$ cat src/hw/rtl/rc_pwm_capture_failsafe_defines.svh
// Assertion macros for the servo pulse capture block.
// Used by the RTL files that carry concurrent checks; depends on nothing.
`ifndef RC_PWM_CAPTURE_FAILSAFE_DEFINES_SVH
`define RC_PWM_CAPTURE_FAILSAFE_DEFINES_SVH

`ifndef SYNTH
// Same-cycle implication, sampled on i_clk, off while i_rst_n is low.
`define RPC_ASSERT_IMP(lbl, ante, cons) \
    lbl: assert property (@(posedge i_clk) disable iff (!i_rst_n) (ante) |-> (cons)) \
        else $error("rpc assertion failed");
// Next-cycle implication, sampled on i_clk, off while i_rst_n is low.
`define RPC_ASSERT_NXT(lbl, ante, cons) \
    lbl: assert property (@(posedge i_clk) disable iff (!i_rst_n) (ante) |=> (cons)) \
        else $error("rpc assertion failed");
`else
`define RPC_ASSERT_IMP(lbl, ante, cons)
`define RPC_ASSERT_NXT(lbl, ante, cons)
`endif

`endif

$ cat src/hw/rtl/rpc_pkg.sv
// Shared types and constants for the servo pulse capture block.
// No dependencies; imported by every module of the block.
`default_nettype none

package rpc_pkg;

    localparam int CHANNELS = 8;
    localparam int CH_IDX_W = (CHANNELS > 1) ? $clog2(CHANNELS) : 1;
    localparam int CH_W     = 4;
    localparam int TS_W     = 16;
    localparam int CNT_W    = 16;
    localparam int CFG_W    = 16;
    localparam int CFG_IDX_W = 2;

    // Register indexes of the configuration port
    localparam logic [CFG_IDX_W-1:0] CFG_SCALE   = 2'd0;
    localparam logic [CFG_IDX_W-1:0] CFG_FS_CH   = 2'd1;
    localparam logic [CFG_IDX_W-1:0] CFG_FS_MIN  = 2'd2;
    localparam logic [CFG_IDX_W-1:0] CFG_FS_MAX  = 2'd3;

    localparam logic [TS_W-1:0] SCALE_RST  = 16'd26214;
    localparam logic [CH_W-1:0] FS_CH_RST  = 4'd3;
    localparam logic [TS_W-1:0] FS_MIN_RST = 16'd1500;
    localparam logic [TS_W-1:0] FS_MAX_RST = 16'd4500;

    // Work queue between front and back
    localparam int QUEUE_DEPTH = 4;
    localparam int QPTR_W      = 2;
    // Result queue at the output
    localparam int OUT_DEPTH   = 2;
    localparam int OPTR_W      = 1;

    typedef struct packed {
        logic [CH_W-1:0] channel;
        logic            level;
        logic [TS_W-1:0] timestamp;
    } t_req;

    typedef struct packed {
        logic [CH_W-1:0]  out_channel;
        logic [TS_W-1:0]  pulse_width;
        logic [CNT_W-1:0] good_pulse_count;
        logic             signal_lost;
    } t_rsp;

    typedef struct packed {
        logic [CH_W-1:0] channel;
        logic [TS_W-1:0] raw;
    } t_work;

endpackage

`default_nettype wire

$ cat src/hw/rtl/rpc_front.sv
// Front end: takes edge requests, keeps per-channel rise times and
// emits raw pulse widths for falling edges. Depends on rpc_pkg.
`default_nettype none

module rpc_front (
    input  wire logic          i_clk,
    input  wire logic          i_rst_n,
    input  wire logic          i_push,
    input  wire rpc_pkg::t_req i_req,
    output logic               o_full,
    input  wire logic          i_q_full,
    output logic               o_q_push,
    output rpc_pkg::t_work     o_q_data
);
    import rpc_pkg::*;

    logic [TS_W-1:0]     r_rise [CHANNELS];
    logic                w_accept;
    logic                w_in_range;
    logic [CH_IDX_W-1:0] w_idx;

    assign w_accept   = i_push && !i_q_full;
    assign w_in_range = (i_req.channel != '0) && (i_req.channel <= CH_W'(CHANNELS));
    assign w_idx      = CH_IDX_W'(i_req.channel - CH_W'(1));

    assign o_full           = i_q_full;
    assign o_q_push         = w_accept && w_in_range && !i_req.level;
    assign o_q_data.channel = i_req.channel;
    // Wrapped difference against the stored rise time
    assign o_q_data.raw     = i_req.timestamp - r_rise[w_idx];

    always_ff @(posedge i_clk) begin
        if (!i_rst_n) begin
            for (int i = 0; i < CHANNELS; i++) begin
                r_rise[i] <= '0;
            end
        end else if (w_accept && w_in_range && i_req.level) begin
            r_rise[w_idx] <= i_req.timestamp;
        end
    end

endmodule

`default_nettype wire

$ cat src/hw/rtl/rpc_queue.sv
// Short work queue between front and back end.
// Depends on rpc_pkg for the entry type and depth.
`default_nettype none

module rpc_queue (
    input  wire logic           i_clk,
    input  wire logic           i_rst_n,
    input  wire logic           i_push,
    input  wire rpc_pkg::t_work i_data,
    output logic                o_full,
    input  wire logic           i_pop,
    output logic                o_empty,
    output rpc_pkg::t_work      o_data
);
    import rpc_pkg::*;

    t_work             r_mem [QUEUE_DEPTH];
    logic [QPTR_W-1:0] r_wr_ptr;
    logic [QPTR_W-1:0] r_rd_ptr;
    logic [QPTR_W:0]   r_cnt;
    logic [QPTR_W:0]   n_cnt;
    logic              w_push;
    logic              w_pop;

    assign o_full  = (r_cnt == (QPTR_W+1)'(QUEUE_DEPTH));
    assign o_empty = (r_cnt == '0);
    assign o_data  = r_mem[r_rd_ptr];
    assign w_push  = i_push && !o_full;
    assign w_pop   = i_pop && !o_empty;

    always_comb begin
        n_cnt = r_cnt;
        if (w_push && !w_pop) begin
            n_cnt = r_cnt + 1'b1;
        end else if (w_pop && !w_push) begin
            n_cnt = r_cnt - 1'b1;
        end
    end

    always_ff @(posedge i_clk) begin
        if (w_push) begin
            r_mem[r_wr_ptr] <= i_data;
        end
    end

    always_ff @(posedge i_clk) begin
        if (!i_rst_n) begin
            r_wr_ptr <= '0;
            r_rd_ptr <= '0;
            r_cnt    <= '0;
        end else begin
            r_cnt <= n_cnt;
            if (w_push) begin
                r_wr_ptr <= r_wr_ptr + 1'b1;
            end
            if (w_pop) begin
                r_rd_ptr <= r_rd_ptr + 1'b1;
            end
        end
    end

endmodule

`default_nettype wire

$ cat src/hw/rtl/rpc_back.sv
// Back end: configuration registers, width scaling, failsafe window
// check and the result queue. Depends on rpc_pkg and the assertion macros.
`default_nettype none
`include "rc_pwm_capture_failsafe_defines.svh"

module rpc_back (
    input  wire logic                          i_clk,
    input  wire logic                          i_rst_n,
    input  wire logic                          i_cfg_we,
    input  wire logic [rpc_pkg::CFG_IDX_W-1:0] i_cfg_idx,
    input  wire logic [rpc_pkg::CFG_W-1:0]     i_cfg_data,
    input  wire logic                          i_q_empty,
    input  wire rpc_pkg::t_work                i_q_data,
    output logic                               o_q_pop,
    output logic                               o_empty,
    input  wire logic                          i_pop,
    output rpc_pkg::t_rsp                      o_rsp
);
    import rpc_pkg::*;

    logic [TS_W-1:0]   r_scale;
    logic [CH_W-1:0]   r_fs_ch;
    logic [TS_W-1:0]   r_fs_min;
    logic [TS_W-1:0]   r_fs_max;

    logic              r_s1_vld;
    logic [CH_W-1:0]   r_s1_ch;
    logic [TS_W-1:0]   r_s1_width;
    logic [2*TS_W-1:0] w_prod;
    logic              w_s1_adv;
    logic              w_s1_load;

    logic [CNT_W-1:0]  r_good_cnt;
    logic [CNT_W-1:0]  n_good_cnt;
    logic              w_lost;
    t_rsp              w_rsp;

    t_rsp              r_oq [OUT_DEPTH];
    logic [OPTR_W-1:0] r_owr;
    logic [OPTR_W-1:0] r_ord;
    logic [OPTR_W:0]   r_ocnt;
    logic              w_ofull;
    logic              w_opop;

    // Configuration writes
    always_ff @(posedge i_clk) begin
        if (!i_rst_n) begin
            r_scale  <= SCALE_RST;
            r_fs_ch  <= FS_CH_RST;
            r_fs_min <= FS_MIN_RST;
            r_fs_max <= FS_MAX_RST;
        end else if (i_cfg_we) begin
            case (i_cfg_idx)
                CFG_SCALE:  r_scale  <= i_cfg_data;
                CFG_FS_CH:  r_fs_ch  <= i_cfg_data[CH_W-1:0];
                CFG_FS_MIN: r_fs_min <= i_cfg_data;
                CFG_FS_MAX: r_fs_max <= i_cfg_data;
                default: ;
            endcase
        end
    end

    // Multiply stage
    assign w_ofull   = (r_ocnt == (OPTR_W+1)'(OUT_DEPTH));
    assign w_s1_adv  = r_s1_vld && !w_ofull;
    assign w_s1_load = !i_q_empty && (!r_s1_vld || w_s1_adv);
    assign o_q_pop   = w_s1_load;
    assign w_prod    = {{TS_W{1'b0}}, i_q_data.raw} * {{TS_W{1'b0}}, r_scale};

    always_ff @(posedge i_clk) begin
        if (!i_rst_n) begin
            r_s1_vld <= 1'b0;
        end else if (w_s1_load) begin
            r_s1_vld <= 1'b1;
        end else if (w_s1_adv) begin
            r_s1_vld <= 1'b0;
        end
    end

    always_ff @(posedge i_clk) begin
        if (w_s1_load) begin
            r_s1_ch    <= i_q_data.channel;
            r_s1_width <= w_prod[2*TS_W-1:TS_W];
        end
    end

    // Failsafe window check and counter update
    always_comb begin
        n_good_cnt = r_good_cnt;
        w_lost     = 1'b0;
        if (r_s1_ch == r_fs_ch) begin
            if ((r_s1_width > r_fs_min) && (r_s1_width < r_fs_max)) begin
                if (r_good_cnt != '1) begin
                    n_good_cnt = r_good_cnt + 1'b1;
                end
            end else begin
                n_good_cnt = '0;
                w_lost     = 1'b1;
            end
        end
        w_rsp.out_channel      = r_s1_ch;
        w_rsp.pulse_width      = r_s1_width;
        w_rsp.good_pulse_count = n_good_cnt;
        w_rsp.signal_lost      = w_lost;
    end

    always_ff @(posedge i_clk) begin
        if (!i_rst_n) begin
            r_good_cnt <= '0;
        end else if (w_s1_adv) begin
            r_good_cnt <= n_good_cnt;
        end
    end

    // Result queue
    assign o_empty = (r_ocnt == '0);
    assign o_rsp   = r_oq[r_ord];
    assign w_opop  = i_pop && !o_empty;

    always_ff @(posedge i_clk) begin
        if (w_s1_adv) begin
            r_oq[r_owr] <= w_rsp;
        end
    end

    always_ff @(posedge i_clk) begin
        if (!i_rst_n) begin
            r_owr  <= '0;
            r_ord  <= '0;
            r_ocnt <= '0;
        end else begin
            if (w_s1_adv) begin
                r_owr <= r_owr + 1'b1;
            end
            if (w_opop) begin
                r_ord <= r_ord + 1'b1;
            end
            if (w_s1_adv && !w_opop) begin
                r_ocnt <= r_ocnt + 1'b1;
            end else if (w_opop && !w_s1_adv) begin
                r_ocnt <= r_ocnt - 1'b1;
            end
        end
    end

    `RPC_ASSERT_IMP(a_lost_clears_cnt, w_s1_adv && w_lost, n_good_cnt == '0)
    `RPC_ASSERT_NXT(a_s1_hold, r_s1_vld && !w_s1_adv, r_s1_vld && $stable(r_s1_width) && $stable(r_s1_ch))
    `RPC_ASSERT_IMP(a_cnt_step, (r_good_cnt != $past(r_good_cnt)) && (r_good_cnt != '0), r_good_cnt == $past(r_good_cnt) + 1'b1)
    `RPC_ASSERT_IMP(a_oq_bound, 1'b1, r_ocnt <= (OPTR_W+1)'(OUT_DEPTH))

endmodule

`default_nettype wire

$ cat src/hw/rtl/rc_pwm_capture_failsafe.sv
// Servo pulse-width capture with failsafe link check.
// Channels: request queue (i_push / o_full, payload i_req) carries edge events;
//   result queue (o_empty / i_pop, payload o_rsp) holds one result per falling edge
//   on channels 1..8; rising edges store the rise time and give no result.
// Configuration: i_cfg_we writes i_cfg_data to register i_cfg_idx at once
//   (scale factor, failsafe channel, window min, window max). Write while idle.
// Path: an accepted falling edge goes through the work queue and the multiply stage
//   register into the result queue. Throughput: one request per cycle while o_full
//   is low; the front reads the rise table and subtracts, one 16x16 multiply stage
//   follows, the window check sits in front of the result queue.
// Reset (synchronous, i_rst_n low): rise times and the good-pulse counter
//   clear, registers take their defaults, both queues empty.
// When the receiver stalls, the two-entry result queue fills, the multiply
//   stage holds, then the four-entry work queue fills and o_full rises.
// Depends on rpc_pkg, rpc_front, rpc_queue and rpc_back.
`default_nettype none

module rc_pwm_capture_failsafe (
    input  wire logic                          i_clk,
    input  wire logic                          i_rst_n,
    input  wire logic                          i_push,
    input  wire rpc_pkg::t_req                 i_req,
    output logic                               o_full,
    output logic                               o_empty,
    input  wire logic                          i_pop,
    output rpc_pkg::t_rsp                      o_rsp,
    input  wire logic                          i_cfg_we,
    input  wire logic [rpc_pkg::CFG_IDX_W-1:0] i_cfg_idx,
    input  wire logic [rpc_pkg::CFG_W-1:0]     i_cfg_data
);
    import rpc_pkg::*;

    logic  w_q_full;
    logic  w_q_push;
    t_work w_q_wdata;
    logic  w_q_empty;
    logic  w_q_pop;
    t_work w_q_rdata;

    rpc_front u_front (
        .i_clk    (i_clk),
        .i_rst_n  (i_rst_n),
        .i_push   (i_push),
        .i_req    (i_req),
        .o_full   (o_full),
        .i_q_full (w_q_full),
        .o_q_push (w_q_push),
        .o_q_data (w_q_wdata)
    );

    rpc_queue u_queue (
        .i_clk   (i_clk),
        .i_rst_n (i_rst_n),
        .i_push  (w_q_push),
        .i_data  (w_q_wdata),
        .o_full  (w_q_full),
        .i_pop   (w_q_pop),
        .o_empty (w_q_empty),
        .o_data  (w_q_rdata)
    );

    rpc_back u_back (
        .i_clk      (i_clk),
        .i_rst_n    (i_rst_n),
        .i_cfg_we   (i_cfg_we),
        .i_cfg_idx  (i_cfg_idx),
        .i_cfg_data (i_cfg_data),
        .i_q_empty  (w_q_empty),
        .i_q_data   (w_q_rdata),
        .o_q_pop    (w_q_pop),
        .o_empty    (o_empty),
        .i_pop      (i_pop),
        .o_rsp      (o_rsp)
    );

endmodule

`default_nettype wire

$ cat config.mk
export PLATFORM = sky130hd
export DESIGN_NAME = rc_pwm_capture_failsafe
export DESIGN_NICKNAME = d
export VERILOG_FILES = /design/src/hw/rtl/rpc_pkg.sv /design/src/hw/rtl/rpc_front.sv /design/src/hw/rtl/rpc_queue.sv /design/src/hw/rtl/rpc_back.sv /design/src/hw/rtl/rc_pwm_capture_failsafe.sv
export VERILOG_INCLUDE_DIRS = /design/src /design/src/hw/rtl
export SDC_FILE = /design/constraint.sdc
export NUM_CORES = 1
export LEC_CHECK = 0
export BUFFER_PORTS_ARGS = -buffer_cell sky130_fd_sc_hd__buf_2
export CAP_MARGIN = 20
export CORE_ASPECT_RATIO = 1.5
export CORE_MARGIN = 2
export CORE_UTILIZATION = 57
export CTS_BUF_LIST = sky130_fd_sc_hd__clkbuf_8
export DETAILED_ROUTE_END_ITERATION = 10
export PLACE_DENSITY = 0.78
export REMOVE_ABC_BUFFERS = 1
export SLEW_MARGIN = 20
export SYNTH_ARGS = -nofsm -noshare
export SYNTH_HDL_FRONTEND = slang
export SYNTH_SLANG_ARGS = --single-unit
$ cat constraint.sdc
create_clock -name i_clk -period 10.3 [get_ports i_clk]
set_input_delay 0 -clock i_clk [delete_from_list [all_inputs] [get_ports i_clk]]
set_output_delay 0 -clock i_clk [all_outputs]
set_load 0.1 [all_outputs]
==> summary.txt <==
======================================================================================
Average cell area after synthesis                                            11.30 µm²
Transition at the pin with the smallest max-transition slack                  1.039 ns
Pin count of the biggest net entering global routing                               137
Synth top cells by count                                                  302 x sky130_fd_sc_hd__edfxtp_1, 267 x sky130_fd_sc_hd__inv_1, 262 x sky130_fd_sc_hd__nand2_1
Mapped cell area                                                             24900 µm²
Synthesis Warnings                                                                   0
Count of pins on the block boundary                                                 83
Nets@finish                                                                       2692
Library cells used by synthesis                                                     75
Post-DP HPWL                                                                  41130 µm
DIE AREA                                                                     45400 µm²
Fraction of layout cells with a size suffix above 1                             0.1136
Via count                                                                        17191
R2R Path End                                                              u_back.r_s1_width[9]$_DFFE_PP_
Sequential element share of the synthesized area                                0.4310
DRC                                                                                  0
Routed Antenna Nets                                                                  0
Clk sinks                                                                          385
Area growth, synth to finish                                                    9.664%
Clock period minus final worst setup slack                                    7.083 ns
RePlAce Congestion                                                              0.9118
Overall die height                                                            260.0 µm
Non-Filler Instances                                                              2913
Path class of the lowest-slack min-delay path                             input pin to register
Initial antenna violation count                                                      1
CTS Buf Count                                                                       54
I/O Buffers                                                                         82
First-pass iteration count of the detailed router                                    6
CP Data Arrival Time                                                           7.47 ns
Async set-or-reset flop fraction in the synthesized netlist                          0
Placement Rows                                                                      93
Leading cell type by number of instances after synthesis                  sky130_fd_sc_hd__edfxtp_1
Most area-consuming cells after synthesis                                 sky130_fd_sc_hd__edfxtp_1 36%, sky130_fd_sc_hd__fa_1 16%, sky130_fd_sc_hd__ha_1 7.8%
Aggregate global-route resource usage                                           0.2626
Routed len/inst                                                               20.21 µm
Main synth FF type                                                        sky130_fd_sc_hd__edfxtp_1
Number of flops mapped to enable cells by yosys                                    302
Number of pins exceeding their max-slew limit in the final report                    0
Register bit count reported by yosys                                               385
Worst Setup Slack post-DPL                                                    3.164 ns
Design Area, Final                                                           27300 µm²
Clock slew at the register clock pins of the worst setup and hold paths        0.07 ns
Final-layout fill cell count                                                      3238
Clock Path Buffers                                                                   3
Vias per std cell                                                                5.901
Tightest slew margin relative to the limit                                      0.3073
Cells after synthesis                                                             2203
Worst Hold Launch                                                               i_push
Placeable Area                                                               43050 µm²
Max_cap viols                                                                        0
Starting density of the core                                                    0.5783
CTS Root Cell                                                             sky130_fd_sc_hd__clkbuf_8
Violation count after the first detailed-routing iteration                        1173
Maximum clock frequency                                                      141.2 MHz
Final hold violation count                                                           0
Worst Hold Path EP                                                        u_queue.r_wr_ptr[1]$_SDFFE_PN0P_
Post-cts repair resize count                                                         0
H-tree depth                                                                         2
Fraction of synthesized cell area taken by the top area cell type               0.3643
Period utilisation layout                                                       0.6877
Wirelength, routed                                                            58880 µm
Fin worst setup slack                                                         3.217 ns
Total placed cells including tap cells                                            2766
Final number of setup-violating endpoints                                            0
Final total negative setup slack                                                  0 ns
Clock latency on the worst-skew pair                                           0.65 ns
FF-to-FF path depth                                                                 21
Required arrival time at the worst endpoint                                   10.69 ns
Reg-to-reg setup timing slack                                                  3.22 ns
Via count of the first global-routing pass                                       18261
Element type at the critical path end                                         register
Global-route wire length before repair                                        93370 µm
CP Max Fanout                                                                       20
TritonCTS clock tree                                                               yes
Run status                                                                finished, final reports clean
Width of the die                                                              174.6 µm
Crit Path Category                                                        register to register
Nature of the critical path startpoint                                        register
Overall overflow remaining after global route                                        0
RSZ-0062 raised after global routing                                                no
Cell area after placement                                                    25780 µm²
Instance count along the most critical hold path                                     5
Skew final                                                                  0.03998 ns
Post-synthesis cell type with the largest combined area                   sky130_fd_sc_hd__edfxtp_1
======================================================================================
placed cells by master, fill, tap and decap left out, types with 23 or more instances in the layout:
cell,n
sky130_fd_sc_hd__nand2_1,262
sky130_fd_sc_hd__and3_1,145
sky130_fd_sc_hd__a21o_1,23
sky130_fd_sc_hd__dfxtp_1,83
sky130_fd_sc_hd__nor2_1,62
sky130_fd_sc_hd__clkbuf_8,57
sky130_fd_sc_hd__xnor2_1,39
sky130_fd_sc_hd__dlygate4sd3_1,45
sky130_fd_sc_hd__fa_1,195
sky130_fd_sc_hd__a21oi_1,62
sky130_fd_sc_hd__and2_1,126
sky130_fd_sc_hd__nand3_1,25
sky130_fd_sc_hd__mux2_2,37
sky130_fd_sc_hd__a22oi_1,38
sky130_fd_sc_hd__edfxtp_1,302
sky130_fd_sc_hd__buf_2,82
sky130_fd_sc_hd__ha_1,155
sky130_fd_sc_hd__inv_1,285
sky130_fd_sc_hd__o21ai_0,25
worst max-delay path by stage:
stage                         from                              end  slack (ns)  depth (start not counted)
final                     register   u_back.r_s1_width[9]$_DFFE_PP_        3.22                         21
after global placement    register  u_back.r_s1_width[10]$_DFFE_PP_        3.27                         21
after detailed placement  register   u_back.r_s1_width[9]$_DFFE_PP_        3.16                         21
after CTS                 register   u_back.r_s1_width[9]$_DFFE_PP_        3.19                         21
after global routing      register  u_back.r_s1_width[10]$_DFFE_PP_        2.79                         21
after floorplan           register  u_back.r_s1_width[10]$_DFFE_PP_        3.29                         21
layer usage:
layer	vias to the layer above	routed length (µm)	global-route usage	share of wire
li1	7739	-	-	-
met1	8573	21570	0.2949	0.37
met2	674	31000	0.4824	0.53
met3	205	3199	0.03231	0.054
met4	0	3101	0.1449	0.053
met5	-	0	0	0
layout make-up:
class                   instances  area [µm²]  area share
well taps                     570       713.2     0.02612
diodes                          1       2.502  0.00009165
clock inverters                43       259.0    0.009486
repair buffers                149        1039     0.03804
flip-flops and latches        385       10730      0.3930
inverters                     268        1006     0.03685
multi-input cells            1440       12770      0.4677
clock buffers                  57       784.5     0.02873
worst max-delay path, stage by stage (launching register included):
cell and delay (ns):
sky130_fd_sc_hd__dfxtp_1 0.90, sky130_fd_sc_hd__mux4_2 0.58, sky130_fd_sc_hd__and2_1 0.25, sky130_fd_sc_hd__fa_1 0.55
sky130_fd_sc_hd__inv_1 0.05, sky130_fd_sc_hd__fa_1 0.45, sky130_fd_sc_hd__fa_1 0.51, sky130_fd_sc_hd__inv_1 0.05
sky130_fd_sc_hd__fa_1 0.51, sky130_fd_sc_hd__fa_1 0.51, sky130_fd_sc_hd__inv_1 0.05, sky130_fd_sc_hd__fa_1 0.47
sky130_fd_sc_hd__inv_1 0.04, sky130_fd_sc_hd__ha_1 0.30, sky130_fd_sc_hd__a21oi_1 0.17, sky130_fd_sc_hd__o21ai_0 0.17
sky130_fd_sc_hd__a2111oi_2 0.46, sky130_fd_sc_hd__a2111oi_2 0.15, sky130_fd_sc_hd__o21ai_0 0.22, sky130_fd_sc_hd__nand2b_1 0.13
sky130_fd_sc_hd__a21oi_1 0.22, sky130_fd_sc_hd__xnor2_1 0.10
kinds of logic after synthesis:
group,after synthesis,synth area share
simple gates,719,0.1491
flops,385,0.4310
compound gates,250,0.06946
xor+xnor,57,0.02005
fa+ha+maj,350,0.2347
mux,64,0.03764
buf+inv,378,0.05810
through the flow:
stage,hold slack (ns),util
floorplan,0.06194,-
global placement,0.2455,0.5988
detailed placement,0.2539,0.5988
CTS,0.04585,0.6335
global route,0.09047,0.6341
finish,0.08357,0.6341
state kept, by name, summed over array words and instances (netlist names), named ones only:
signal and cells:
u_front.r_rise 128, u_queue.r_mem 80, u_back.r_oq 74, u_back.r_fs_max 16, u_back.r_fs_min 16, u_back.r_good_cnt 16, u_back.r_s1_width 16, u_back.r_scale 16
u_back.r_fs_ch 4, u_back.r_s1_ch 4, u_queue.r_cnt 3, u_back.r_ocnt 2, u_queue.r_rd_ptr 2, u_queue.r_wr_ptr 2, u_back.r_ord 1, u_back.r_owr 1
u_back.r_s1_vld 1
timing repair:
| item | in CTS | in global routing |
|---|---|---|
| setup buffers | 0 | 0 |
| endpoints found under the hold margin | 218 | 0 |
| hold buffers | 45 | 0 |
Power is not shown: default switching activity piles up to over one toggle a cycle in this logic, so the estimate is an artifact.
